[src/rtl/best_fit_segment_allocator_defines.svh]
// Assertion macros used by the allocator datapath.
`ifndef BEST_FIT_SEGMENT_ALLOCATOR_DEFINES_SVH
`define BEST_FIT_SEGMENT_ALLOCATOR_DEFINES_SVH

// Checked on every clock edge outside reset.
`define BFSA_ASSERT(lbl, prop, msg) \
  lbl: assert property (@(posedge clk) disable iff (rst) prop) else $error(msg);

// Checked on every clock edge, reset included.
`define BFSA_ASSERT_ALWAYS(lbl, prop, msg) \
  lbl: assert property (@(posedge clk) prop) else $error(msg);

`endif

[src/rtl/bfsa_pkg.sv]
// ----------------------------------------------------------------------------
// bfsa_pkg
// Types, codes and fixed widths of the best-fit segment allocator.
// ----------------------------------------------------------------------------
package bfsa_pkg;

  localparam int SIZE_W     = 32;
  localparam int ALIGN_W    = 5;
  localparam int HANDLE_W   = 16;
  localparam int AGE_W      = 16;
  localparam int PAGE_IDX_W = 4;
  localparam int THR_W      = 16;
  localparam int GRAN_W     = 5;
  localparam int CFG_IDX_W  = 1;
  localparam int CFG_DATA_W = 16;
  localparam int STAT_W     = 2;

  localparam logic [CFG_IDX_W-1:0] REG_SPLIT_THR = 1'b0;
  localparam logic [CFG_IDX_W-1:0] REG_PAGE_GRAN = 1'b1;

  localparam logic [THR_W-1:0]  THR_RESET  = 16'd8;
  localparam logic [GRAN_W-1:0] GRAN_RESET = 5'd16;

  localparam logic OP_ALLOC = 1'b0;
  localparam logic OP_FREE  = 1'b1;

  typedef enum logic [STAT_W-1:0] {
    STAT_OK        = 2'd0,
    STAT_NO_PAGE   = 2'd1,
    STAT_NO_DESC   = 2'd2,
    STAT_NOT_FOUND = 2'd3
  } stat_t;

  typedef enum logic [1:0] {
    SM_ALLOC,
    SM_FREE,
    SM_MERGE
  } scan_mode_t;

  typedef enum logic [3:0] {
    S_IDLE,
    S_SCAN,
    S_A_NEW,
    S_PF_RD,
    S_A_CALC,
    S_A_APPLY,
    S_A_W2,
    S_A_PFW,
    S_F_PFW,
    S_M_APPLY,
    S_F_WR,
    S_ERR_PAGE,
    S_ERR_DESC,
    S_ERR_HANDLE,
    S_DONE
  } state_t;

  typedef enum logic [3:0] {
    ACT_NONE,
    ACT_ACCEPT,
    ACT_SCAN,
    ACT_NEW_PAGE,
    ACT_PF_READ,
    ACT_CALC,
    ACT_SPLIT_USED,
    ACT_SPLIT_FREE,
    ACT_TAKE_WHOLE,
    ACT_ALLOC_PF,
    ACT_FREE_PF,
    ACT_MERGE,
    ACT_FINISH_FREE,
    ACT_ERR,
    ACT_OUT_LOAD
  } act_t;

  typedef struct packed {
    act_t  act;
    stat_t code;
  } cmd_t;

  typedef struct packed {
    logic scan_done;
    logic found;
    logic is_free;
    logic merging;
    logic pool_fail;
    logic e0_ok;
    logic split;
    logic spare_ok;
    logic out_busy;
  } sts_t;

endpackage

[src/rtl/bfsa_ctrl.sv]
// ----------------------------------------------------------------------------
// bfsa_ctrl
// Sequencer for the allocator: scans, page grant, split and merge steps.
// ----------------------------------------------------------------------------
module bfsa_ctrl import bfsa_pkg::*; (
  input  logic clk,
  input  logic rst,
  input  logic in_valid,
  output logic in_ready,
  input  sts_t sts,
  output cmd_t cmd
);
  state_t state, state_next;

  always_ff @(posedge clk) begin
    if (rst) begin
      state <= S_IDLE;
    end else begin
      state <= state_next;
    end
  end

  always_comb begin
    state_next = state;
    unique case (state)
      S_IDLE: if (in_valid) state_next = S_SCAN;
      S_SCAN: begin
        if (sts.scan_done) begin
          if (sts.merging) begin
            state_next = sts.found ? S_M_APPLY : S_F_WR;
          end else if (sts.is_free) begin
            state_next = sts.found ? S_PF_RD : S_ERR_HANDLE;
          end else begin
            state_next = sts.found ? S_PF_RD : S_A_NEW;
          end
        end
      end
      S_A_NEW: begin
        if (sts.pool_fail)   state_next = S_ERR_PAGE;
        else if (!sts.e0_ok) state_next = S_ERR_DESC;
        else                 state_next = S_PF_RD;
      end
      S_PF_RD:   state_next = sts.is_free ? S_F_PFW : S_A_CALC;
      S_A_CALC:  state_next = S_A_APPLY;
      S_A_APPLY: begin
        if (!sts.split)        state_next = S_A_PFW;
        else if (sts.spare_ok) state_next = S_A_W2;
        else                   state_next = S_ERR_DESC;
      end
      S_A_W2:    state_next = S_A_PFW;
      S_A_PFW:   state_next = S_DONE;
      S_F_PFW:   state_next = S_SCAN;
      S_M_APPLY: state_next = S_SCAN;
      S_F_WR:    state_next = S_DONE;
      S_ERR_PAGE, S_ERR_DESC, S_ERR_HANDLE: state_next = S_DONE;
      S_DONE:    if (!sts.out_busy) state_next = S_IDLE;
      default:   state_next = S_IDLE;
    endcase
  end

  always_comb begin
    cmd.act  = ACT_NONE;
    cmd.code = STAT_OK;
    in_ready = 1'b0;
    unique case (state)
      S_IDLE: begin
        in_ready = 1'b1;
        if (in_valid) cmd.act = ACT_ACCEPT;
      end
      S_SCAN:  cmd.act = ACT_SCAN;
      S_A_NEW: if (!sts.pool_fail && sts.e0_ok) cmd.act = ACT_NEW_PAGE;
      S_PF_RD:  cmd.act = ACT_PF_READ;
      S_A_CALC: cmd.act = ACT_CALC;
      S_A_APPLY: begin
        if (!sts.split)        cmd.act = ACT_TAKE_WHOLE;
        else if (sts.spare_ok) cmd.act = ACT_SPLIT_USED;
      end
      S_A_W2:    cmd.act = ACT_SPLIT_FREE;
      S_A_PFW:   cmd.act = ACT_ALLOC_PF;
      S_F_PFW:   cmd.act = ACT_FREE_PF;
      S_M_APPLY: cmd.act = ACT_MERGE;
      S_F_WR:    cmd.act = ACT_FINISH_FREE;
      S_ERR_PAGE: begin
        cmd.act  = ACT_ERR;
        cmd.code = STAT_NO_PAGE;
      end
      S_ERR_DESC: begin
        cmd.act  = ACT_ERR;
        cmd.code = STAT_NO_DESC;
      end
      S_ERR_HANDLE: begin
        cmd.act  = ACT_ERR;
        cmd.code = STAT_NOT_FOUND;
      end
      S_DONE:  if (!sts.out_busy) cmd.act = ACT_OUT_LOAD;
      default: cmd.act = ACT_NONE;
    endcase
  end
endmodule

[config.mk]
export PLATFORM = sky130hd
export DESIGN_NAME = bfsa_ctrl
export DESIGN_NICKNAME = d
export VERILOG_FILES = /design/src/rtl/best_fit_segment_allocator_defines.svh /design/src/rtl/bfsa_pkg.sv /design/src/rtl/bfsa_ctrl.sv
export SDC_FILE = /design/constraint.sdc
export NUM_CORES = 1
export LEC_CHECK = 0
export ABC_AREA = 1
export BUFFER_PORTS_ARGS = -buffer_cell sky130_fd_sc_hd__buf_2
export CAP_MARGIN = 30
export CORE_AREA = 2 2 39 41
export CTS_CLUSTER_SIZE = 24
export DETAILED_ROUTE_END_ITERATION = 7
export DIE_AREA = 0 0 41 43
export GPL_ROUTABILITY_DRIVEN = 0
export PLACE_DENSITY_LB_ADDON = 0.3
export SLEW_MARGIN = 25
export SYNTH_ARGS = -nofsm -noshare
export SYNTH_HDL_FRONTEND = slang
export SYNTH_SLANG_ARGS = --single-unit
[constraint.sdc]
create_clock -name clk -period 1.4 [get_ports clk]
set_input_delay 0.21 -clock clk [delete_from_list [all_inputs] [get_ports clk]]
set_output_delay 0.21 -clock clk [all_outputs]
set_load 0.1 [all_outputs]
==> metrics.yaml <==
detailed_routing:
  drt-pass1-iter-count: 5
  drt_iter0_drc: 23
  routedWlPerCell_um: 14.41
  wl_mm: 2.349
  num_vias: 875
  drtAntennaViolNets: 0
  drc: 0
  viasPerCell: 5.368
timing:
  tns_ps: -1146
  setup_violations: 7
  fin_skew_ps: 5.963
  max_slew_margin_pct: 83.15
  hold_viol: 0
  rsz0062_at_grt: "true"
  max_freq_ghz: 0.6016
  worst_pin_slew_ps: 251.9
  hold_slack_ps: 188.5
  post-route-period-util_pct: 118.7
  layout_setup_ws_ps: -262.2
  post-route-min-period_ps: 1662
  finalMaxSlewViolations: 0
synth:
  synth_top_family_by_area: "simple AND/OR/NAND/NOR gates"
  synthMuxAreaShare_pct: 0
  synth_fp_nets: 124
  yosysSeqAreaShare_pct: 13.82
  synthAdderAreaFrac_pct: 0
  avgSynthCellArea_um2: 5.172
  ys_warn_count: 0
  synth_cells: 112
  synth_xor_xnor_area_share_pct: 0
  syn_area_um2: 579.3
  synth_compound_area_share_pct: 12.31
  ys_ff_latch: 4
  ys_types: 17
  synthSimpleGateAreaFrac_pct: 61.56
global_routing:
  grt_pass1_wl_mm: 3.160
  grt_util_all_layers_pct: 25.98
  grt_overflow: 0
  grt_pass1_vias: 802
  grt_max_degree: 8
  antenna_found_initial: 0
placement:
  dp_slack_ps: -57.58
  dp.cells: 158
  port_buffers: 18
  hpwl_mm: 1.483
final_layout:
  largest_reg_flops: 4
  reg.largest.list: "state (4)"
  num_antenna_cells: 0
  drive_gt1_share_pct: 57.82
  num-fill-cells: 87
  regMostFlops: "state"
  fin_cells: 163
  layout-area-overhead-vs-synth_pct: 93.95
  layout.nets: 161
hold_path:
  hold_path.class: "in -> reg"
floorplanning:
  design.die.area_mm2: 0.001763
  pin_count: 19
  core.rowCount: 14
  core_area_mm2: 0.001384
  die_w_um: 41
  die_h_um: 43
  initial_utilization_pct: 41.86
clock_tree:
  cts_root_buf: "clkbuf_4"
  cts_tree: "built"
  path_clk_slew_ps: 40
  htree_levels: 1
  clk_latency_ps: 230
  clock_sinks: 4
  cts-buffers-inserted: 3
  clock_path_buffers: 2
  holdBufCountCts: 0
setup_path:
  cp.required_ps: 1190
  startpoint_type: "flop"
  cp.arrival_ps: 1450
  rrSetupSlack_ps: 0
  crit_fanout: 7
  crit_path_end_kind: "output port"
  crit_type: "reg -> out"
pwr:
  p_total_uw: 2157
  p_leak_uw: 0.0005824
  ir_drop_v: 0.001272
  powerDensity_mw_per_mm2: 1920
run:
  drv_cap: 0
run_status:
  violations: "negative setup slack"
  status: "complete, but fails checks"
[stage by stage]
stage	utilization, %	area, um2
after floorplan	-	646.9
after global placement	68.81	952.2
after detailed placement	68.81	952.2
after CTS	73.15	1012
after global routing	81.19	1124
final	81.19	1124
[final timing paths]
kind	depth (start not counted)	to	from
hold reg to reg	3	state[3]$_SDFFE_PP0P_	state[0]$_SDFFE_PP0P_
setup reg to reg	10	state[2]$_SDFFE_PP0P_	state[2]$_SDFFE_PP0P_
setup / recovery	7	cmd[3]	state[1]$_SDFFE_PP0P_
hold / removal	2	state[0]$_SDFFE_PP0P_	rst
[final cells by class]
cell class	count	area (um2)	share of cell area (%)
sequential	4	95.09	8.463
multi-input combinational	89	583.1	51.89
timing repair buffer	32	316.6	28.17
inverter	19	86.33	7.684
tap	16	20.02	1.782
clock buffer	3	22.52	2.004
[per-layer routing]
metal,GRT usage [%],wire length [um]
met1,28.21,967
met2,46.25,1255
met3,4.188,86
met4,10.00,40
met5,0,0
[power by group]
group,switching (uW),internal [uW]
clock,45.1,95.8
sequential,80.2,163
combinational,1170,603
total,1290,862
[critical path: stages (launching register included)]
cell,delay [ps]
dfxtp_4,390
inv_6,70
nor2_4,160
nand2_1,130
o21ai_2,80
inv_2,70
nand4_1,120
buf_12,190
[layout by cell type, fill, tap and decap left out, types with 2 or more instances in the layout]
master,netlist,routed
a21oi_1,6,3
o21ai_0,4,2
buf_2,0,11
a21oi_2,0,3
nand2_1,34,21
buf_12,0,6
nand2_4,0,5
inv_1,14,10
nor2_4,3,6
dfxtp_4,0,4
buf_6,0,3
nand3_4,0,3
inv_4,0,2
nor2_2,5,3
buf_4,0,11
nand4_1,2,2
nor2_1,13,12
nand2_2,4,12
clkbuf_4,0,3
nand3_1,13,9
inv_2,5,5
inv_6,0,2
[kinds of logic after synthesis]
kind of cell | Yosys count
AND/OR/NAND/NOR | 76
flip-flops | 4
AO/OA/AOI/OAI | 13
buffers and inverters | 19
[cell usage after synthesis]
cell      number  area share, %
nand3_1       13             11
inv_1         14            9.1
nand3b_1       1            1.3
a31oi_1        1            1.1
o21ai_0        4            3.5
nor3_1         1           0.86
o211ai_1       1            1.3
nor2_4         3            5.8
dfxtp_1        4             14
nand2_2        4            4.3
nor2_2         5            5.4
nand4_1        2            2.2
nand2_1       34             22
a21oi_1        6            5.2
inv_2          5            3.2
nor2_1        13            8.4
a21o_1         1            1.3
[what timing repair did]
item / in CTS / in global routing
buffers inserted: 1 / 1
endpoints found under the setup margin: 7 / 10
pin swaps: 6 / 10
resized for setup: 12 / 29
(Power assumes the default switching activity.)
